$ cat src/hw/rtl/gcd_pkg.sv
// shared constants and types for the great-circle distance pipeline
// no dependencies; used by every module under hw/rtl
package gcd_pkg;

   // fixed-point unity and pi
   localparam logic [30:0] ONE_Q30 = 31'h4000_0000;
   localparam logic [30:0] PI_Q29  = 31'd1686629713;
   localparam logic [60:0] ONE_Q60 = 61'h1000_0000_0000_0000;

   // degree-to-angle conversion: quotient by 45 after offsetting to a positive value
   localparam logic [7:0]  DIV_BASE   = 8'd45;
   localparam logic [43:0] DIV_OFFSET = 44'(45) << 37;
   localparam int          DIV_LAT    = 22;

   // cosine series, divisions by constants as multiply and shift
   localparam int HORNER_STEPS = 7;
   localparam int HORNER_SHIFT [HORNER_STEPS] = '{40, 40, 39, 38, 37, 36, 33};
   localparam logic [32:0] HORNER_MUL [HORNER_STEPS] = '{
      33'(((64'd1 << 40) + 64'd181) / 64'd182),
      33'(((64'd1 << 40) + 64'd131) / 64'd132),
      33'(((64'd1 << 39) + 64'd89)  / 64'd90),
      33'(((64'd1 << 38) + 64'd55)  / 64'd56),
      33'(((64'd1 << 37) + 64'd29)  / 64'd30),
      33'(((64'd1 << 36) + 64'd11)  / 64'd12),
      33'(((64'd1 << 33) + 64'd1)   / 64'd2)
   };
   localparam int COS_LAT = 2 + 2 * HORNER_STEPS;

   localparam int SQRT_LAT  = 31;
   localparam int ASIN_BITS = 30;
   localparam int CELL_LAT  = COS_LAT + 1;
   localparam int COMB_LAT  = 4;
   localparam int TOTAL_LAT = 1 + DIV_LAT + COS_LAT + COMB_LAT + SQRT_LAT
                              + ASIN_BITS * CELL_LAT + 1;

   // radius times 512 times pi, scaled for the final product
   localparam logic [32:0] DIST_K = 33'((64'd6371 * 64'd512 * 64'd1686629713) >> 20);

   // item travelling down the arcsine search
   typedef struct packed {
      logic        sat;
      logic [30:0] root;
      logic [29:0] ang;
      logic [29:0] probe;
   } asin_type;

endpackage

$ cat src/hw/rtl/gcd_isqrt.sv
// pipelined integer square root, one result bit per stage
// depends on gcd_pkg
module gcd_isqrt (
   input  logic        clock,
   input  logic        en,
   input  logic [60:0] a,
   output logic [30:0] root
);
   localparam int Steps = gcd_pkg::SQRT_LAT;

   logic [60:0] rem_ff  [Steps-1];
   logic [30:0] root_ff [Steps];

   for (genvar i = 0; i < Steps; i++) begin : g_step
      localparam int B = Steps - 1 - i;
      logic [60:0] rem_prev;
      logic [30:0] root_prev;
      logic [62:0] inc;
      logic        take;

      if (i == 0) begin : g_first
         assign rem_prev  = a;
         assign root_prev = '0;
      end else begin : g_next
         assign rem_prev  = rem_ff[i-1];
         assign root_prev = root_ff[i-1];
      end

      // (root + 2^b)^2 - root^2
      assign inc  = (63'(root_prev) << (B + 1)) + (63'(1) << (2 * B));
      assign take = 63'(rem_prev) >= inc;

      always_ff @(posedge clock) begin
         if (en) begin
            root_ff[i] <= take ? (root_prev | (31'(1) << B)) : root_prev;
         end
      end

      if (i < Steps - 1) begin : g_rem
         always_ff @(posedge clock) begin
            if (en) begin
               rem_ff[i] <= take ? 61'(63'(rem_prev) - inc) : rem_prev;
            end
         end
      end
   end

   assign root = root_ff[Steps-1];

endmodule

$ cat config.mk
export PLATFORM = sky130hd
export DESIGN_NAME = gcd_isqrt
export DESIGN_NICKNAME = d
export VERILOG_FILES = /design/src/hw/rtl/gcd_pkg.sv /design/src/hw/rtl/gcd_isqrt.sv
export SDC_FILE = /design/constraint.sdc
export NUM_CORES = 2
export LEC_CHECK = 0
export BUFFER_PORTS_ARGS = -buffer_cell sky130_fd_sc_hd__buf_2
export CORE_MARGIN = 3
export CORE_UTILIZATION = 45
export CTS_CLUSTER_SIZE = 8
export DETAILED_ROUTE_END_ITERATION = 16
export GPL_TIMING_DRIVEN = 0
export RECOVER_POWER = 25
export SYNTH_ARGS = -nofsm -noshare
export SYNTH_HDL_FRONTEND = slang
export SYNTH_SLANG_ARGS = --single-unit
$ cat constraint.sdc
create_clock -name clock -period 4.72 [get_ports clock]
set_input_delay 0.472 -clock clock [delete_from_list [all_inputs] [get_ports clock]]
set_output_delay 0.472 -clock clock [all_outputs]
set_load 0.1 [all_outputs]
==> flow_summary_export.csv <==
group,metric,value,unit
worst_setup_path,endpoint_kind,"register",
floorplan,die_area,0.254,sq mm
layout,syn2layout_area_growth,13.2,%
clock_network,cts_max_path_buffers,4,
global_routing,grt_usage,21.9,%
status,status,"finished clean",
worst_setup_path,cpMaxStageDelayCell,"o221ai_1",
floorplan,ioPinCount,94,
synthesis,synth.ff_latch_count,2326,
sta,rsz0062_at_grt,"false",
place,port_buffers,92,
routing,drc,0,
place,dpl.hpwl,215000,microns
worst_setup_path,path_cells,"ha_1 > or3_1 > o221ai_1 > o221ai_1 > a211o_1 > a21oi_1 > nor2b_2 > clkinv_1 > o2111a_1 > and2_1 > nand2b_1 > xnor2_1",
floorplan,floorplan.die.height,504,microns
worst_setup_path,reg2reg_depth,12,
routing,wl,285000,microns
sta,hold_ws,0.210,ns
global_routing,grt_max_degree,190,
sta,worst_pin_slew,1.31,ns
synthesis,async_flop_share,0,%
routing,drtPass1Iterations,6,
clock_network,clkSinkCount,2326,
clock_network,post_cts_buffers,0,
worst_setup_path,critPathMostFrequentCell,"o221ai_1",
global_routing,grt_overflow_total,0,
synthesis,ys_seq_area_share,62.6,%
synthesis,syn_area_per_cell,12.5,sq um
worst_setup_path,r2r_start,"rem_ff[1][265]",
worst_setup_path,arrival,5.12,ns
synthesis,synth_area,0.112,sq mm
place,place_congestion,0.894,
sta,hold_viol_final,0,
sta,finClkSkew,0.0920,ns
worst_setup_path,endpoint,"rem_ff[1][363]",
floorplan,core,0.246,sq mm
synthesis,yosys_warnings,0,
layout,drive_gt1_share,7.15,%
worst_setup_path,crit_fanout,8,
pwr,power.density,502,mW/mm^2
floorplan,start_util,45.3,%
synthesis,syn_nets,9494,
worst_setup_path,worstSetupPathType,"reg -> reg",
worst_setup_path,slowest_delay,0.49,ns
clock_network,path_clk_slew,0.05,ns
sta,slew_viol_final,0,
layout,final_area,0.126,sq mm
sta,achievable-frequency,0.221,GHz
routing,vias_per_cell,5.66,
sta,tns,0,ns
routing,route.vias.total,72200,
worst_setup_path,worstPathRequired,5.33,ns
worst_setup_path,worst_r2r_endpoint,"rem_ff[1][363]",
global_routing,antenna_found_initial,13,
floorplan,rows,182,
hold_path,worstHoldPathType,"in -> reg",
layout,nets,10000,
global_routing,grt_pass1_vias,70700,
sta,period_minus_slack,4.52,ns
global_routing,grt_pass1_wl,432000,microns
worst_setup_path,crit_start,"rem_ff[1][265]",
pwr,peakVddDrop,382,uV
synthesis,synth_flop_cell,"edfxtp_1",
clock_network,numCtsBuffers,343,
routing,wl_per_cell,22.4,microns
sta,relSlewSlack,11.5,%
place,dpl_cell_area,0.117,sq mm
synthesis,syn_inst,8907,
pwr,leakage,47.2,nW
run,maxCapViolations,0,
clock_network,insertion_delay,0.93,ns
clock_network,htreeDepth,5,
hold_path,worstHoldPathCells,2,
synthesis,synth_edf_count,2326,
sta,finalSetupViolCount,0,
sta,min_period_over_period,95.7,%
clock_network,root_buffer,"clkbuf_16",
synthesis,synth_cell_types,90,
worst_setup_path,critPathLaunchType,"register",
routing,drt_iter0_markers,6868,
worst_setup_path,rrSetupSlack,0.20,ns
routing,antenna_left,0,
clock_network,cts_tree,"done",
floorplan,die_x,504,microns
[kinds of logic (layout without fill, tap and decap cells)]
logic type,after synthesis,in the layout,share of synthesized area [%]
AO/OA/AOI/OAI,1706,1706,9.42
XOR/XNOR,802,802,6.29
adder cells (fa/ha/maj),524,524,5.88
buffers and inverters,830,1372,2.81
flip-flops,2326,2326,62.6
multiplexers,85,85,0.849
other,1,2,0.00336
AND/OR/NAND/NOR,2633,2633,12.2
[synthesized netlist by cell type (all sizes together) (21+ instances only)]
master  instances  area, sq um
a211o          21          184
a211oi         35          263
a21o          194         1460
a21oi         634         3170
a31oi          54          338
and2           23          144
and3           47          294
buf            28          121
clkbuf        165          619
edfxtp       2326        69800
ha            523         6540
inv           634         2380
mux2           77          867
nand2         512         1920
nand2b         98          613
nand3         138          691
nand3b         32          240
nand4         147          920
nor2          659         2470
nor2b          70          438
nor3          246         1240
nor3b          29          218
nor4          303         1920
nor4b          44          385
o211ai         25          188
o21a           94          706
o21ai         371         1860
o21bai         46          345
o31ai          36          270
or2            41          257
or3            99          619
or4            75          571
xnor2         431         3770
xor2          371         3250
[per-layer routing]
metal  GRT usage, %  part of all wire (%)  wire length, microns
met5              0                     0                     0
met4           5.55                   2.3                  6550
met3           3.20                   5.3                 15200
met2           34.5                    46                131000
met1           32.0                    47                133000
[worst min path at each step]
| stage | slack [ns] | from | to |
|---|---|---|---|
| floorplan | 0.42 | rem_ff[0][551] | rem_ff[0][612] |
| global placement | 0.42 | rem_ff[1][252] | rem_ff[1][313] |
| detailed placement | 0.43 | rem_ff[1][15] | rem_ff[1][76] |
| global route | 0.17 | a[50] | rem_ff[0][50] |
| finish | 0.21 | a[49] | rem_ff[0][49] |
| CTS | 0.13 | a[49] | rem_ff[0][49] |
[repair_timing]
action	4_1_cts	5_1_grt
gates resized for setup	21	32
hold endpoints to repair	61	0
endpoints found under the setup margin	209	157
hold buffers	61	0
pin swaps	0	0
[report_power, final]
part | switching, mW | internal (mW) | leakage, nW
Sequential | 2.24 | 26.4 | 22.4
Clock | 8.23 | 12.8 | 4.37
Combinational | 8.24 | 5.41 | 20.4
Total | 18.7 | 44.7 | 47.2
[metrics by stage]
step	power, mW	util (%)	instances	setup WS [ns]
global placement	43.8	47.2	12300	-33.01
global route	66.6	51.3	12800	0.00973
finish	63.4	51.3	12800	0.205
floorplan	37.7	-	8907	1.00
CTS	63.9	51.2	12800	0.00803
detailed placement	42.4	47.3	12300	-0.644
[placed cells by master (no fill, tap or decap), types with 244 or more instances in the layout]
master and n:
inv_1 632, a21oi_1 634, nand2_1 512, edfxtp_1 2326, ha_1 523, xor2_1 371, nor2_1 659, nor3_1 244
xnor2_1 431, clkbuf_16 346, o21ai_0 365, nor4_1 285
[layout make-up]
cell class,instances,area (sq um)
clock inverter,18,214
tap,3312,4140
sequential,2326,69800
clock buffer,355,8690
multi-input combinational,5751,38800
timing repair buffer,169,1470
fill,21300,120000
antenna,1,2.50
inverter,637,2390
buffer,193,761
[worst max-delay path, delay by kind of cell, from the launching register on]
kind	cells	cell delay, ns
flops	1	0.40
compound gates	5	1.86
buf+inv	1	0.45
fa+ha+maj	1	0.27
simple gates	4	1.16
xor+xnor	1	0.11
[registers in the layout, indices dropped and copies added, names as in the netlist]
signal and cells:
root_ff 496, rem_ff 1830
(Power assumes the default switching activity.)
