==> config.mk <==
export PLATFORM = sky130hd
export DESIGN_NAME = gcd_div45
export DESIGN_NICKNAME = d
export VERILOG_FILES = /design/src/hw/rtl/gcd_pkg.sv /design/src/hw/rtl/gcd_div45.sv
export SDC_FILE = /design/constraint.sdc
export NUM_CORES = 1
export LEC_CHECK = 0
export CAP_MARGIN = 20
export CORE_ASPECT_RATIO = 1.75
export CORE_MARGIN = 5
export CORE_UTILIZATION = 37
export CTS_BUF_LIST = sky130_fd_sc_hd__clkbuf_16
export CTS_CLUSTER_DIAMETER = 80
export DETAILED_ROUTE_END_ITERATION = 10
export DONT_BUFFER_PORTS = 1
export PLACE_DENSITY = 0.59
export SKIP_LAST_GASP = 1
export SYNTH_ARGS = -nofsm -noshare
export SYNTH_HDL_FRONTEND = slang
export SYNTH_SLANG_ARGS = --single-unit
export TNS_END_PERCENT = 10
==> constraint.sdc <==
create_clock -name clock -period 6.5 [get_ports clock]
set_input_delay 0.65 -clock clock [delete_from_list [all_inputs] [get_ports clock]]
set_output_delay 0.65 -clock clock [all_outputs]
set_load 0.1 [all_outputs]
==> src/hw/rtl/gcd_pkg.sv <==
// shared constants and types for the great-circle distance pipeline
// no dependencies; used by every module under hw/rtl
package gcd_pkg;

   // fixed-point unity and pi
   localparam logic [30:0] ONE_Q30 = 31'h4000_0000;
   localparam logic [30:0] PI_Q29  = 31'd1686629713;
   localparam logic [60:0] ONE_Q60 = 61'h1000_0000_0000_0000;

   // degree-to-angle conversion: quotient by 45 after offsetting to a positive value
   localparam logic [7:0]  DIV_BASE   = 8'd45;
   localparam logic [43:0] DIV_OFFSET = 44'(45) << 37;
   localparam int          DIV_LAT    = 22;

   // cosine series, divisions by constants as multiply and shift
   localparam int HORNER_STEPS = 7;
   localparam int HORNER_SHIFT [HORNER_STEPS] = '{40, 40, 39, 38, 37, 36, 33};
   localparam logic [32:0] HORNER_MUL [HORNER_STEPS] = '{
      33'(((64'd1 << 40) + 64'd181) / 64'd182),
      33'(((64'd1 << 40) + 64'd131) / 64'd132),
      33'(((64'd1 << 39) + 64'd89)  / 64'd90),
      33'(((64'd1 << 38) + 64'd55)  / 64'd56),
      33'(((64'd1 << 37) + 64'd29)  / 64'd30),
      33'(((64'd1 << 36) + 64'd11)  / 64'd12),
      33'(((64'd1 << 33) + 64'd1)   / 64'd2)
   };
   localparam int COS_LAT = 2 + 2 * HORNER_STEPS;

   localparam int SQRT_LAT  = 31;
   localparam int ASIN_BITS = 30;
   localparam int CELL_LAT  = COS_LAT + 1;
   localparam int COMB_LAT  = 4;
   localparam int TOTAL_LAT = 1 + DIV_LAT + COS_LAT + COMB_LAT + SQRT_LAT
                              + ASIN_BITS * CELL_LAT + 1;

   // radius times 512 times pi, scaled for the final product
   localparam logic [32:0] DIST_K = 33'((64'd6371 * 64'd512 * 64'd1686629713) >> 20);

   // item travelling down the arcsine search
   typedef struct packed {
      logic        sat;
      logic [30:0] root;
      logic [29:0] ang;
      logic [29:0] probe;
   } asin_type;

endpackage

==> src/hw/rtl/gcd_div45.sv <==
// pipelined division by 45, two quotient bits per stage
// depends on gcd_pkg
module gcd_div45 (
   input  logic        clock,
   input  logic        en,
   input  logic [43:0] num,
   output logic [31:0] quo
);
   localparam int Steps = gcd_pkg::DIV_LAT;

   logic [5:0]  rem_ff  [Steps-1];
   logic [43:0] work_ff [Steps];

   for (genvar i = 0; i < Steps; i++) begin : g_step
      logic [5:0]  rem_prev;
      logic [43:0] work_prev;
      logic [7:0]  x;
      logic [1:0]  d;

      if (i == 0) begin : g_first
         assign rem_prev  = '0;
         assign work_prev = num;
      end else begin : g_next
         assign rem_prev  = rem_ff[i-1];
         assign work_prev = work_ff[i-1];
      end

      always_comb begin
         x = {rem_prev, work_prev[43:42]};
         if (x >= 8'(3 * gcd_pkg::DIV_BASE)) begin
            d = 2'd3;
         end else if (x >= 8'(2 * gcd_pkg::DIV_BASE)) begin
            d = 2'd2;
         end else if (x >= gcd_pkg::DIV_BASE) begin
            d = 2'd1;
         end else begin
            d = 2'd0;
         end
      end

      // numerator shifts out at the top while quotient bits shift in below
      always_ff @(posedge clock) begin
         if (en) begin
            work_ff[i] <= {work_prev[41:0], d};
         end
      end

      if (i < Steps - 1) begin : g_rem
         logic [5:0] rem_in;
         assign rem_in = 6'(x - 8'(d) * gcd_pkg::DIV_BASE);
         always_ff @(posedge clock) begin
            if (en) begin
               rem_ff[i] <= rem_in;
            end
         end
      end
   end

   assign quo = work_ff[Steps-1][31:0];

endmodule

==> flow_summary_export.csv <==
group,metric,value,unit
worst_setup_path,crit_type,"flip-flop to flip-flop",
routing,first_pass_iters,4,
timing,fmaxAchievable,0.2827,GHz
worst_setup_path,startpoint,"work_ff[2][43]",
pwr,ir_worst_vdd,0.0002134,V
timing,setup_tns,0,ns
pwr,leakagePower,13.51,nW
global_routing,track_usage,8.623,%
routing,wl_per_cell,13.12,um
floorplan,initial_core_util,37.27,%
worst_setup_path,crit_arrival,3.92,ns
logic_synthesis,synth_seq_cells,855,
worst_setup_path,setup.worst_path.end_class,"flip-flop",
floorplan,io_pins,78,
flow_run,drv_cap,0,
logic_synthesis,ys_top_cells_by_area,"edfxtp_1 79%, ha_1 5.8%, fa_1 2.3%",
clock_network,holdBufCountCts,0,
global_routing,grt_pass1_wl,67510,um
outcome,status,"finished, final reports clean",
routing,drt_iter0_drc,711,
clock_network,cts_sinks,855,
placed_design,port_buffers,0,
logic_synthesis,synth.top_cell.area_share,79.23,%
logic_synthesis,yosysTopAreaCell,"edfxtp_1",
timing,slew_headroom,20.41,%
clock_network,cts_max_path_buffers,3,
clock_network,cts_root_buf,"clkbuf_16",
timing,hold_slack,0.09559,ns
logic_synthesis,yosys_warnings,0,
clock_network,cts_resized,0,
worst_setup_path,cp-endpoint,"rem_ff[2][10]",
worst_setup_path,start_kind,"flip-flop",
routing,drcViolationCount,0,
cells_and_area,utilization,42.18,%
floorplan,rows,143,
logic_synthesis,syn-cell-area,32410,um^2
cells_and_area,final_nets,2029,
worst_hold_path,hp-class,"primary input to flip-flop",
worst_setup_path,reg2regPathDepth,13,
logic_synthesis,syn_inst,1706,
timing,drv_slew,0,
logic_synthesis,synth_edf_count,855,
global_routing,antenna_found_initial,0,
routing,vias,13677,
worst_setup_path,r2r_end,"rem_ff[2][10]",
timing,worst_slew_pin_slew,1.194,ns
clock_network,clk_transition_reported_paths,0.06,ns
placed_design,gp_congestion,0.7443,
logic_synthesis,ys.flop_type,"edfxtp_1",
logic_synthesis,synth_cell_types,41,
floorplan,die_y,401.5,um
worst_setup_path,crit-reg2reg-launch,"work_ff[2][43]",
placed_design,dp_hpwl,21350,um
clock_network,cts_made_buffers,83,
global_routing,grt_overflow,0,
cells_and_area,antennaDiodeCount,0,
cells_and_area,drive_gt1_share,7.858,%
cells_and_area,area_growth,13.19,%
global_routing,grt_max_degree,856,
routing,viasPerCell,4.532,
routing,wl,39590,um
routing,ant_nets,0,
pwr,powerDensity,535.3,nW/um^2
global_routing,grt_pass1_vias,14618,
timing,min_period,3.537,ns
worst_setup_path,cp_data_required_time,6.89,ns
worst_hold_path,min_path_cells,0,
clock_network,h-tree-depth,3,
worst_setup_path,crit_fanout,6,
floorplan,dieArea,93840,um^2
floorplan,die_w,233.7,um
timing,post-route-period-util,54.42,%
timing,finalSetupViolations,0,
logic_synthesis,avgSynthCellArea,19.00,um^2
clock_network,clk_latency,0.64,ns
floorplan,core,86960,um^2
logic_synthesis,seq_area_frac_synth,79.23,%
logic_synthesis,syn_nets,1940,
clock_network,cts_tree,"done",
worst_setup_path,r2r_slack,2.96,ns
timing,hold_viol,0,
timing,rsz0062_at_grt,"no",
clock_network,post_cts_buffers,0,
timing,clock_skew,0.03260,ns
logic_synthesis,async_flop_share,0,%
-- flip-flops by register name, indices dropped and copies added, names as in the netlist --
signal	cells
work_ff	734
rem_ff	121
-- layout by cell type, fill, tap and decap left out, types with 24 or more instances in the layout --
| cell | instances |
|---|---|
| edfxtp_1 | 855 |
| clkbuf_16 | 84 |
| inv_1 | 213 |
| nand3b_1 | 24 |
| nand2b_1 | 32 |
| fa_1 | 37 |
| xnor2_1 | 79 |
| ha_1 | 151 |
| xor2_1 | 51 |
| a21oi_1 | 40 |
| o21ai_0 | 38 |
-- where the power goes --
| part | switching, W | internal (W) |
|---|---|---|
| Clock | 0.00200 | 0.00273 |
| Sequential | 0.000645 | 0.00768 |
| Combinational | 0.00342 | 0.00316 |
-- final cells by class --
class | count | area (um^2)
clock buffer | 84 | 2102
clock inverter | 64 | 609.3
fill | 7752 | 50280
inverter | 195 | 732.0
multi-input combinational | 656 | 6000
sequential | 855 | 25670
tap | 1160 | 1451
timing repair buffer | 4 | 110.1
-- critical path, cell delays in order (launching register included) --
cell and delay, ns:
edfxtp_1 0.49, o211a_1 0.27, o21ai_0 0.15, mux2i_1 0.09, o21ai_0 0.41, inv_1 0.16
ha_1 0.34, inv_1 0.05, ha_1 0.18, or2_2 0.31, fa_1 0.41, nand2b_1 0.16
a21oi_1 0.19, xnor2_1 0.08
-- cell families after synthesis --
logic type	Yosys count	synth area share, %
and+or+nand+nor	144	2.587
AOI/OAI and AO/OA	188	4.093
other	1	0.01157
buffers and inverters	195	2.259
DFF	855	79.23
muxes	4	0.1236
xor gates and xnor gates	131	3.583
adders and majority gates	188	8.116
-- worst min path at each step --
stage | start | to | slack, ns
after floorplan | rem_ff[0][0] | rem_ff[0][8] | 0.40
after global placement | work_ff[0][17] | work_ff[0][63] | 0.40
after detailed placement | work_ff[0][78] | work_ff[0][124] | 0.40
after CTS | num[14] | work_ff[0][16] | 0.01
after global routing | num[14] | work_ff[0][16] | 0.03
final | num[14] | work_ff[0][16] | 0.1
-- cells in the mapped netlist, types with 2 or more instances --
library cell and instances:
o31ai_1 3, o211a_1 17, o311ai_2 9, a22oi_1 2
o211ai_1 19, nand3b_1 24, o21a_1 2, nor2_1 15
o2111ai_1 2, a21oi_1 40, a2bb2oi_1 2, xnor2_1 79
nand3_1 10, a21o_2 6, nand2_1 23, fa_1 37
a21o_1 23, edfxtp_1 855, xor2_1 51, a31oi_1 7
o21ai_0 38, or4_1 10, inv_1 195, nor2b_1 2
nor4_1 9, ha_1 151, and3_1 10, or2_2 7
mux2i_1 4, a211oi_1 3, nand2b_1 32, o21ai_1 10
-- metal layers --
layer	global-route usage, %	wire length (um)	part of all wire (%)
met1	9.141	14890	38
met2	15.45	21550	54
met3	2.474	1850	4.7
met4	4.351	1298	3.3
met5	0	0	0
-- stage by stage --
step | cell area (um^2) | power (W) | worst slack [ns] | cells
after floorplan | 32410 | 0.01357 | 3.334 | 1706
after global placement | 33860 | 0.01458 | 3.147 | 2866
after detailed placement | 33860 | 0.01501 | 2.959 | 2866
after CTS | 36570 | 0.01988 | 2.958 | 3014
after global routing | 36680 | 0.02115 | 2.723 | 3018
final | 36680 | 0.01963 | 2.963 | 3018
No activity file was read; power rests on OpenSTA's default activity.
